**config.mk**
```make
export PLATFORM = sky130hd
export DESIGN_NAME = button_debounce_press_classifier
export DESIGN_NICKNAME = d
export VERILOG_FILES = /design/src/rtl/bdpc_pkg.sv /design/src/rtl/button_debounce_press_classifier.sv
export SDC_FILE = /design/constraint.sdc
export NUM_CORES = 1
export LEC_CHECK = 0
export BUFFER_PORTS_ARGS = -buffer_cell sky130_fd_sc_hd__buf_2
export CAP_MARGIN = 15
export CORE_UTILIZATION = 58
export CTS_CLUSTER_SIZE = 12
export DETAILED_ROUTE_END_ITERATION = 7
export PLACE_DENSITY = 0.82
export REMOVE_ABC_BUFFERS = 1
export SLEW_MARGIN = 5
export SYNTH_ARGS = -nofsm -noshare
export SYNTH_HDL_FRONTEND = slang
export SYNTH_SLANG_ARGS = --single-unit
```
**constraint.sdc**
```tcl
create_clock -name clock -period 6 [get_ports clock]
set_input_delay 0.3 -clock clock [delete_from_list [all_inputs] [get_ports clock]]
set_output_delay 0.3 -clock clock [all_outputs]
set_load 0.01 [all_outputs]
```
**src/rtl/bdpc_pkg.sv**
```systemverilog
// Shared types and constants for the button debounce press classifier.
`timescale 1ns / 1ps
`default_nettype none

package bdpc_pkg;

   // Width of the threshold registers and of the reported duration.
   localparam int unsigned THR_WIDTH = 16;

   // Register indexes, taken from address bit 2 of the configuration port.
   localparam logic REG_DEBOUNCE_TICKS   = 1'b0;
   localparam logic REG_LONG_PRESS_TICKS = 1'b1;

   typedef enum logic [1:0] {
      EVT_NONE  = 2'd0,
      EVT_SHORT = 2'd1,
      EVT_LONG  = 2'd2
   } press_event_type;

endpackage

`default_nettype wire

```
**src/rtl/button_debounce_press_classifier.sv**
```systemverilog
// Button debounce and short/long press classifier, top level.
`timescale 1ns / 1ps
`default_nettype none

// Each req item is one tick of the raw active-low button level. It returns exactly one
// rsp item with the press event (none, short on release, long while held), the
// debounced held state and the held duration, saturated to 16 bits. A level is taken
// once it has stayed unchanged for more than debounce_ticks ticks. The block takes one
// item per clock while the result side is ready: the classification is a single pass of
// counters and compares into the result register, which refills in the same cycle it is taken.
// The stable and duration counters are COUNT_WIDTH bits wide and saturate. Thresholds
// are written through the APB port at 0x0 (debounce_ticks) and 0x4 (long_press_ticks).
module button_debounce_press_classifier
   import bdpc_pkg::*;
#(
   parameter int unsigned COUNT_WIDTH = 16
) (
   input  wire logic                 clock,
   input  wire logic                 reset,
   // tick input
   input  wire logic                 req_valid,
   output      logic                 req_ready,
   input  wire logic                 req_raw_level,
   // result output
   output      logic                 rsp_valid,
   input  wire logic                 rsp_ready,
   output      logic [1:0]           rsp_press_event,
   output      logic                 rsp_is_held,
   output      logic [THR_WIDTH-1:0] rsp_held_ticks,
   // configuration
   input  wire logic                 psel,
   input  wire logic                 penable,
   input  wire logic                 pwrite,
   input  wire logic [2:0]           paddr,
   input  wire logic [31:0]          pwdata,
   output      logic [31:0]          prdata,
   output      logic                 pready
);

   localparam int unsigned CMP_WIDTH = (COUNT_WIDTH > THR_WIDTH) ? COUNT_WIDTH : THR_WIDTH;
   localparam logic [COUNT_WIDTH-1:0] CNT_MAX = {COUNT_WIDTH{1'b1}};
   localparam logic [CMP_WIDTH-1:0]   HELD_MAX = CMP_WIDTH'({THR_WIDTH{1'b1}});

   // configuration registers
   logic [THR_WIDTH-1:0]   debounce_ticks_ff;
   logic [THR_WIDTH-1:0]   long_press_ticks_ff;

   // tick state
   logic                   previous_raw_ff, previous_raw_in;
   logic [COUNT_WIDTH-1:0] stable_count_ff, stable_count_in;
   logic                   debounced_level_ff, debounced_level_in;
   logic                   held_flag_ff, held_flag_in;
   logic                   long_reported_ff, long_reported_in;
   logic [COUNT_WIDTH-1:0] duration_count_ff, duration_count_in;

   // result register
   logic                   rsp_valid_ff;
   press_event_type        rsp_event_ff, rsp_event_in;
   logic                   rsp_held_ff;
   logic [THR_WIDTH-1:0]   rsp_ticks_ff, rsp_ticks_in;

   logic                   accept;
   logic                   csr_write;
   logic [COUNT_WIDTH-1:0] duration_step;
   logic [CMP_WIDTH-1:0]   stable_ext;
   logic [CMP_WIDTH-1:0]   duration_ext;
   logic [CMP_WIDTH-1:0]   duration_next_ext;
   logic [CMP_WIDTH-1:0]   debounce_ext;
   logic [CMP_WIDTH-1:0]   long_ext;
   logic                   level_change;

   assign pready    = 1'b1;
   assign csr_write = psel && penable && pwrite && pready;

   always_comb begin
      case (paddr[2])
         REG_DEBOUNCE_TICKS:   prdata = 32'(debounce_ticks_ff);
         REG_LONG_PRESS_TICKS: prdata = 32'(long_press_ticks_ff);
         default:              prdata = '0;
      endcase
   end

   always_ff @(posedge clock) begin
      if (reset) begin
         debounce_ticks_ff   <= THR_WIDTH'(50);
         long_press_ticks_ff <= THR_WIDTH'(1000);
      end else if (csr_write) begin
         case (paddr[2])
            REG_DEBOUNCE_TICKS:   debounce_ticks_ff   <= pwdata[THR_WIDTH-1:0];
            REG_LONG_PRESS_TICKS: long_press_ticks_ff <= pwdata[THR_WIDTH-1:0];
            default: ;
         endcase
      end
   end

   // Take a new item whenever the result register is empty or being drained.
   assign req_ready = !rsp_valid_ff || rsp_ready;
   assign accept    = req_valid && req_ready;

   always_comb begin
      debounce_ext = CMP_WIDTH'(debounce_ticks_ff);
      long_ext     = CMP_WIDTH'(long_press_ticks_ff);

      // advance the held duration first, saturating
      duration_step = duration_count_ff;
      if (held_flag_ff && (duration_count_ff != CNT_MAX)) begin
         duration_step = duration_count_ff + COUNT_WIDTH'(1);
      end
      duration_ext = CMP_WIDTH'(duration_step);

      // a changed level restarts the stability count
      if (req_raw_level != previous_raw_ff) begin
         stable_count_in = '0;
      end else if (stable_count_ff != CNT_MAX) begin
         stable_count_in = stable_count_ff + COUNT_WIDTH'(1);
      end else begin
         stable_count_in = stable_count_ff;
      end
      stable_ext      = CMP_WIDTH'(stable_count_in);
      previous_raw_in = req_raw_level;

      debounced_level_in = debounced_level_ff;
      held_flag_in       = held_flag_ff;
      long_reported_in   = long_reported_ff;
      duration_count_in  = duration_step;
      rsp_event_in       = EVT_NONE;

      level_change = (stable_ext > debounce_ext) && (req_raw_level != debounced_level_ff);
      if (level_change) begin
         debounced_level_in = req_raw_level;
         long_reported_in   = 1'b0;
         duration_count_in  = '0;
         if (!req_raw_level) begin
            held_flag_in = 1'b1;
         end else begin
            if (held_flag_ff && !long_reported_ff &&
                (duration_ext > debounce_ext) && (duration_ext < long_ext)) begin
               rsp_event_in = EVT_SHORT;
            end
            held_flag_in = 1'b0;
         end
      end

      duration_next_ext = CMP_WIDTH'(duration_count_in);
      if (held_flag_in && !long_reported_in && (duration_next_ext >= long_ext)) begin
         long_reported_in = 1'b1;
         rsp_event_in     = EVT_LONG;
      end

      // show zero when released, clamp to the 16-bit field when held
      if (!held_flag_in) begin
         rsp_ticks_in = '0;
      end else if (duration_next_ext > HELD_MAX) begin
         rsp_ticks_in = {THR_WIDTH{1'b1}};
      end else begin
         rsp_ticks_in = duration_next_ext[THR_WIDTH-1:0];
      end
   end

   always_ff @(posedge clock) begin
      if (reset) begin
         previous_raw_ff    <= 1'b1;
         stable_count_ff    <= '0;
         debounced_level_ff <= 1'b1;
         held_flag_ff       <= 1'b0;
         long_reported_ff   <= 1'b0;
         duration_count_ff  <= '0;
      end else if (accept) begin
         previous_raw_ff    <= previous_raw_in;
         stable_count_ff    <= stable_count_in;
         debounced_level_ff <= debounced_level_in;
         held_flag_ff       <= held_flag_in;
         long_reported_ff   <= long_reported_in;
         duration_count_ff  <= duration_count_in;
      end
   end

   always_ff @(posedge clock) begin
      if (reset) begin
         rsp_valid_ff <= 1'b0;
      end else if (accept) begin
         rsp_valid_ff <= 1'b1;
      end else if (rsp_ready) begin
         rsp_valid_ff <= 1'b0;
      end
   end

   always_ff @(posedge clock) begin
      if (accept) begin
         rsp_event_ff <= rsp_event_in;
         rsp_held_ff  <= held_flag_in;
         rsp_ticks_ff <= rsp_ticks_in;
      end
   end

   assign rsp_valid       = rsp_valid_ff;
   assign rsp_press_event = rsp_event_ff;
   assign rsp_is_held     = rsp_held_ff;
   assign rsp_held_ticks  = rsp_ticks_ff;

   // a released button never reports a duration
   a_released_zero: assert property (@(posedge clock) disable iff (reset)
      (rsp_valid_ff && !rsp_held_ff) |-> (rsp_ticks_ff == '0))
      else $error("held_ticks nonzero while released");

   // a long press only comes while held, a short press only on release
   a_long_held: assert property (@(posedge clock) disable iff (reset)
      (rsp_valid_ff && (rsp_event_ff == EVT_LONG)) |-> rsp_held_ff)
      else $error("long press reported while released");

   a_short_released: assert property (@(posedge clock) disable iff (reset)
      (rsp_valid_ff && (rsp_event_ff == EVT_SHORT)) |-> !rsp_held_ff)
      else $error("short press reported while held");

   // the held flag and the debounced level always agree
   a_held_level: assert property (@(posedge clock) disable iff (reset)
      held_flag_ff == !debounced_level_ff)
      else $error("held flag out of step with debounced level");

endmodule

`default_nettype wire

```
==> impl_metrics.yaml, run 1 <==
run_status:
  status: "complete, no violations"
critical_path:
  crit_arrival_ns: 5.65
  crit_buf_inv: 1
  end_kind: "flip-flop"
  path_max_fanout: 10
  path_class: "flip-flop to flip-flop"
  cp_slowest_cell: "or4_1"
  cp-start-kind: "flip-flop"
  required_ns: 6.25
  crit_chain: "ha_1 -> inv_1 -> nor4_4 -> nand2_1 -> nand4_1 -> xor2_1 -> nor2_1 -> ha_1 -> and4_1 -> nand3b_1 -> a21o_1 -> o211a_1 -> nor2_2 -> nor2_1 -> ha_1 -> or4_1 -> a21oi_1 -> o21ai_0 -> a2111o_1 -> a221oi_1 -> nor3_1"
  max_stage_delay_ns: 0.52
  crit_top_cell: "ha_1"
  crit_family: "simple AND/OR/NAND/NOR gates"
grt:
  grt_pass1_vias: 5131
  grt-ovfl-total: 0
  grt_usage_pct: 29.7
  grt_max_degree: 46
  grt_pass1_wl_um: 24200
  grt_antenna_before_repair: 0
detailed_routing:
  drc: 0
  antenna_left: 0
  drt_iter0_drc: 395
  via_count: 5526
  detailedRoute.firstPassIterationCount: 6
  vias_per_cell: 5.94
  wl_per_cell_um: 16.3
  routed_wl_um: 15200
cells_and_area:
  n_fill_cell: 870
  nets: 901
  mostFrequentLayoutCell: "nand2_1"
  most-common-layout-cells: "nand2_1 (107), dfxtp_1 (69), a21oi_1 (66)"
  multi_input_area_mm2: 0.00356
  register_area_mm2: 0.00195
  syn_to_final_growth_pct: 9.99
  drive_gt1_share_pct: 12.8
  antenna_cells: 0
synth:
  synth_edf_count: 19
  syn_area_mm2: 0.00592
  synth.top_cells.by_area: "dfxtp_1 (23%), ha_1 (14%), edfxtp_1 (9.6%)"
  ys.warnings.count: 0
  yosys.area.top_type: "dfxtp_1"
  syn_inst: 744
  synth_seq_cells: 88
  synth_ff_type: "dfxtp_1"
  synth.top_cell.area_share_pct: 23.3
  yosysSeqAreaShare_pct: 32.9
  synth_async_sr_flop_share_pct: 0
  syn_avg_cell_area_um2: 7.96
  synth_cell_type_count: 59
worst_hold_path:
  hold_path_class: "input port to flip-flop"
clock_tree:
  cts_hold_buf: 0
  clock_latency_ns: 0.36
  cts_tree: "done"
  cts_max_path_buffers: 2
  cts_htree_levels: 3
  cts_made_buffers: 9
  cts.sinks: 88
  cts-root-buf: "clkbuf_8"
  clkTransAtPathRegs_ns: 0.09
timing:
  final.setup.tns_ns: 0
  rsz0062_at_grt: "no"
  setup_viol: 0
  fin_crit_ns: 5.40
  skew_ns: 0.00913
  finalCritPeriodShare_pct: 90.0
  worst_pin_slew_ns: 0.782
  drv_slew: 0
  hold_viol_final: 0
  timing.fmax_mhz: 185
  whs_ns: 0.179
  relSlewSlack_pct: 47.8
die:
  start_util_pct: 60.3
  die_w_um: 103
  dieArea_mm2: 0.0106
  pin_count: 97
  fp.dieH_um: 103
  coreArea_mm2: 0.00982
  rows: 36
place:
  io_buffers: 61
  dp_hpwl_um: 11300
  place.gp.congestion: 0.966
job:
  maxCapViolations: 0
power:
  leakage_nw: 2.91
  power_per_cell_area_mw_per_mm2: 187
  ir_drop_mv: 0.164
registers in the layout, summed over array words and instances, names as in the netlist:
signal and count:
stable_count_ff 16, rsp_is_held 1, rsp_press_event 2, previous_raw_ff 1, debounce_ext 16, debounced_level_ff 1
held_flag_ff 1, long_reported_ff 1, rsp_valid 1, long_ext 16, duration_count_ff 16, rsp_held_ticks 16
report_power, final:
part	switching (W)	internal (W)
logic	0.0000928	0.0000431
clock network	0.000220	0.000235
registers	0.00000745	0.000617
total	0.000320	0.000895
cells by family (layout without fill, tap and decap cells):
group                      after synthesis  in the layout  share of synthesized area, %
and+or+nand+nor                        274            274                          21.8
AOI/OAI and AO/OA                      176            176                          18.6
buffers and inverters                  108            147                          7.98
DFF                                     88             88                          32.9
adders and majority gates               65             65                          13.7
xor gates and xnor gates                28             28                          4.27
muxes                                    3              3                         0.528
other                                    2             17                         0.127
layout make-up:
type	count	share of cell area [%]
Clock inverter	7	1.48
Multi-Input combinational cell	563	54.6
Sequential cell	88	30.0
Clock buffer	9	1.90
Timing Repair Buffer	74	6.18
Inverter	57	3.28
Tap cell	133	2.55
stage by stage:
step	setup slack, ns	std cells	total power, W	area, µm²	utilization, %
after floorplan	0.402	708	0.000710	5720	-
after global placement	0.560	915	0.000765	6290	64.1
after detailed placement	0.540	915	0.000770	6290	64.1
after CTS	0.479	931	0.00122	6510	66.3
after global routing	0.227	931	0.00126	6520	66.4
final	0.600	931	0.00122	6520	66.4
routing by layer:
layer	share of wire, %	GRT usage (%)	wire (µm)	up-vias
met2	47	49.9	7120	238
met1	44	38.1	6600	2552
met4	3.4	13.7	512	0
met5	0	0	0	-
met3	6.1	3.73	927	41
li1	-	-	-	2695
Yosys cell counts (all sizes together) (3+ instances only):
| library cell | count |
|---|---|
| dfxtp | 69 |
| a21o | 11 |
| inv | 57 |
| and4 | 6 |
| nand2 | 107 |
| o21ai | 41 |
| nor2 | 66 |
| ha | 65 |
| xor2 | 18 |
| a21oi | 66 |
| a32o | 3 |
| clkbuf | 29 |
| xnor2 | 10 |
| nor3 | 8 |
| a211oi | 6 |
| nand4 | 24 |
| nor4 | 7 |
| or2 | 4 |
| nand2b | 4 |
| o31ai | 11 |
| nand3 | 27 |
| or3 | 5 |
| o211ai | 13 |
| and3 | 5 |
| buf | 22 |
| a31oi | 3 |
| o21a | 3 |
| edfxtp | 19 |
worst paths after layout:
| kind | start | endpoint | slack, ns | depth (start not counted) |
|---|---|---|---|---|
| max reg2reg | stable_count_ff[1] | long_reported_ff | 0.60 | 21 |
| min reg2reg | debounce_ext[8] | debounce_ext[8] | 0.46 | 2 |
| min | req_valid | rsp_valid | 0.18 | 3 |
| max | stable_count_ff[1] | long_reported_ff | 0.60 | 21 |
tightest hold or removal path: cells and delay by family:
family,cells,cell delay [ns]
buffers and inverters,2,0.14
AOI/OAI and AO/OA,1,0.05
what timing repair did:
item,4_1_cts,5_1_grt
hold endpoints to repair,0,0
setup buffers,0,0
setup endpoints to repair,0,1
gates resized for setup,0,1
(Power assumes the default switching activity.)
==> run 2, diff against run 1 <==
--- a/config.mk
+++ b/config.mk
@@ -10,9 +10,8 @@
 export CORE_UTILIZATION = 58
 export CTS_CLUSTER_SIZE = 12
 export DETAILED_ROUTE_END_ITERATION = 7
-export PLACE_DENSITY = 0.82
+export PLACE_DENSITY = 0.86
 export REMOVE_ABC_BUFFERS = 1
-export SLEW_MARGIN = 5
 export SYNTH_ARGS = -nofsm -noshare
 export SYNTH_HDL_FRONTEND = slang
 export SYNTH_SLANG_ARGS = --single-unit
==> impl_metrics.yaml, run 2 (synthesized netlist as in run 1, its figures left out) <==
clock_tree:
  cts_hold_buf: 0
  cts_made_buffers: 9
  cts_resized: 0
  cts_htree_levels: 3
  cts-root-buf: "clkbuf_8"
  cts_max_path_buffers: 2
  clock_latency_ns: 0.37
  cts.sinks: 88
  cts_tree: "done"
  clkTransAtPathRegs_ns: 0.09
  cts_setup_buffers: 0
critical_path:
  startpoint: "stable_count_ff[0]"
  required_ns: 6.12
  cp-start-kind: "flip-flop"
  r2r_slack_ns: 0.53
  reg2reg_depth: 21
  path_class: "flip-flop to flip-flop"
  crit_arrival_ns: 5.59
  cp-endpoint: "rsp_press_event[1]"
  r2r-start: "stable_count_ff[0]"
  r2r-end: "rsp_press_event[1]"
  end_kind: "flip-flop"
  path_max_fanout: 10
timing:
  relSlewSlack_pct: 48.1
  timing.fmax_mhz: 183
  drv_slew: 0
  setup_viol: 0
  worst_pin_slew_ns: 0.778
  hold_viol_final: 0
  final.setup.tns_ns: 0
  finalCritPeriodShare_pct: 91.1
  skew_ns: 0.00967
  fin_crit_ns: 5.47
  rsz0062_at_grt: "no"
detailed_routing:
  vias_per_cell: 5.99
  drc: 0
  antenna_left: 0
  wl_per_cell_um: 15.9
  via_count: 5576
  drt_iter0_drc: 330
  detailedRoute.firstPassIterationCount: 6
  routed_wl_um: 14800
place:
  dp_hpwl_um: 11100
  dp.cells: 914
  place.gp.congestion: 0.918
  io_buffers: 61
cells_and_area:
  n_fill_cell: 866
  most-common-layout-cells: "nand2_1 (107), dfxtp_1 (69), a21oi_1 (66)"
  antenna_cells: 0
  drive_gt1_share_pct: 12.4
  syn_to_final_growth_pct: 9.04
  mostFrequentLayoutCell: "nand2_1"
  nets: 901
  layoutNonFillerInstCount: 931
job:
  maxCapViolations: 0
power:
  ir_drop_mv: 0.114
  leakage_nw: 2.87
  power_per_cell_area_mw_per_mm2: 174
grt:
  grt_antenna_before_repair: 0
  grt-ovfl-total: 0
  grt_pass1_wl_um: 23800
  grt_max_degree: 46
  grt_usage_pct: 29.3
  grt_pass1_vias: 4971
die:
  die_w_um: 103
  coreArea_mm2: 0.00982
  pin_count: 97
  dieArea_mm2: 0.0106
  rows: 36
  fp.dieH_um: 103
  start_util_pct: 60.3
worst_hold_path:
  hold_path_class: "input port to flip-flop"
  worst_hold_startpoint: "req_valid"
run_status:
  status: "complete, no violations"
-- run 2: cell count changes in the layout (fill, tap and decap cells not counted), sizes merged --
cell | previous run | this run
bufinv | 2 | 0
clkbuf | 9 | 10
clkinvlp | 0 | 2
clkinv | 5 | 4
-- run 2: worst min path at each step --
stage               slack, ns  depth (start not counted)               end
floorplan                0.37                          1   debounce_ext[0]
global placement         0.44                          2  debounce_ext[13]
detailed placement       0.45                          2   debounce_ext[3]
CTS                      0.15                          3         rsp_valid
global route             0.17                          3   debounce_ext[1]
finish                   0.17                          3         rsp_valid
-- run 2: through the flow --
stage	total power [W]	area (µm²)	worst slack (ns)	hold slack [ns]	util [%]
floorplan	0.000710	5720	0.402	0.369	-
finish	0.00112	6460	0.532	0.166	65.8
CTS	0.00113	6450	0.408	0.149	65.7
global route	0.00117	6460	0.204	0.166	65.8
detailed placement	0.000770	6280	0.425	0.447	64.0
global placement	0.000765	6280	0.574	0.442	64.0
-- run 2: layout make-up --
| class | instances | area, µm² | share of cell area [%] |
|---|---|---|---|
| repair buffers | 74 | 403 | 6.24 |
| clock buffers | 10 | 128 | 1.98 |
| clock inverters | 6 | 36.3 | 0.562 |
| multi-input cells | 563 | 3560 | 55.1 |
| flip-flops and latches | 88 | 1950 | 30.2 |
| well taps | 133 | 166 | 2.58 |
| inverters | 57 | 214 | 3.31 |
-- run 2: routing by layer --
metal	share of wire, %	track usage [%]
met5	0	0
met4	2.4	12.6
met3	7.6	4.20
met2	47	48.2
met1	43	38.5
-- run 2: critical path, stage by stage, from the launching register on --
cell and delay, ns:
dfxtp_1 0.46, ha_1 0.33, inv_1 0.11, nor4_4 0.43, nand2_1 0.26, nand4_1 0.21
xor2_1 0.22, nor2_1 0.07, ha_1 0.29, and4_1 0.18, nand3b_1 0.11, a21o_1 0.18
o211a_1 0.15, nor2_2 0.40, nor2_1 0.11, ha_1 0.21, or4_1 0.54, a21oi_1 0.14
o21ai_0 0.12, a2111o_1 0.44, nand4_1 0.12, o21ai_0 0.10
-- run 2: power by group --
part	internal, W	leakage (nW)	switching (W)
combinational	0.0000430	2.05	0.0000916
clock	0.000148	0.0773	0.000215
sequential	0.000617	0.751	0.00000740
total	0.000807	2.87	0.000314
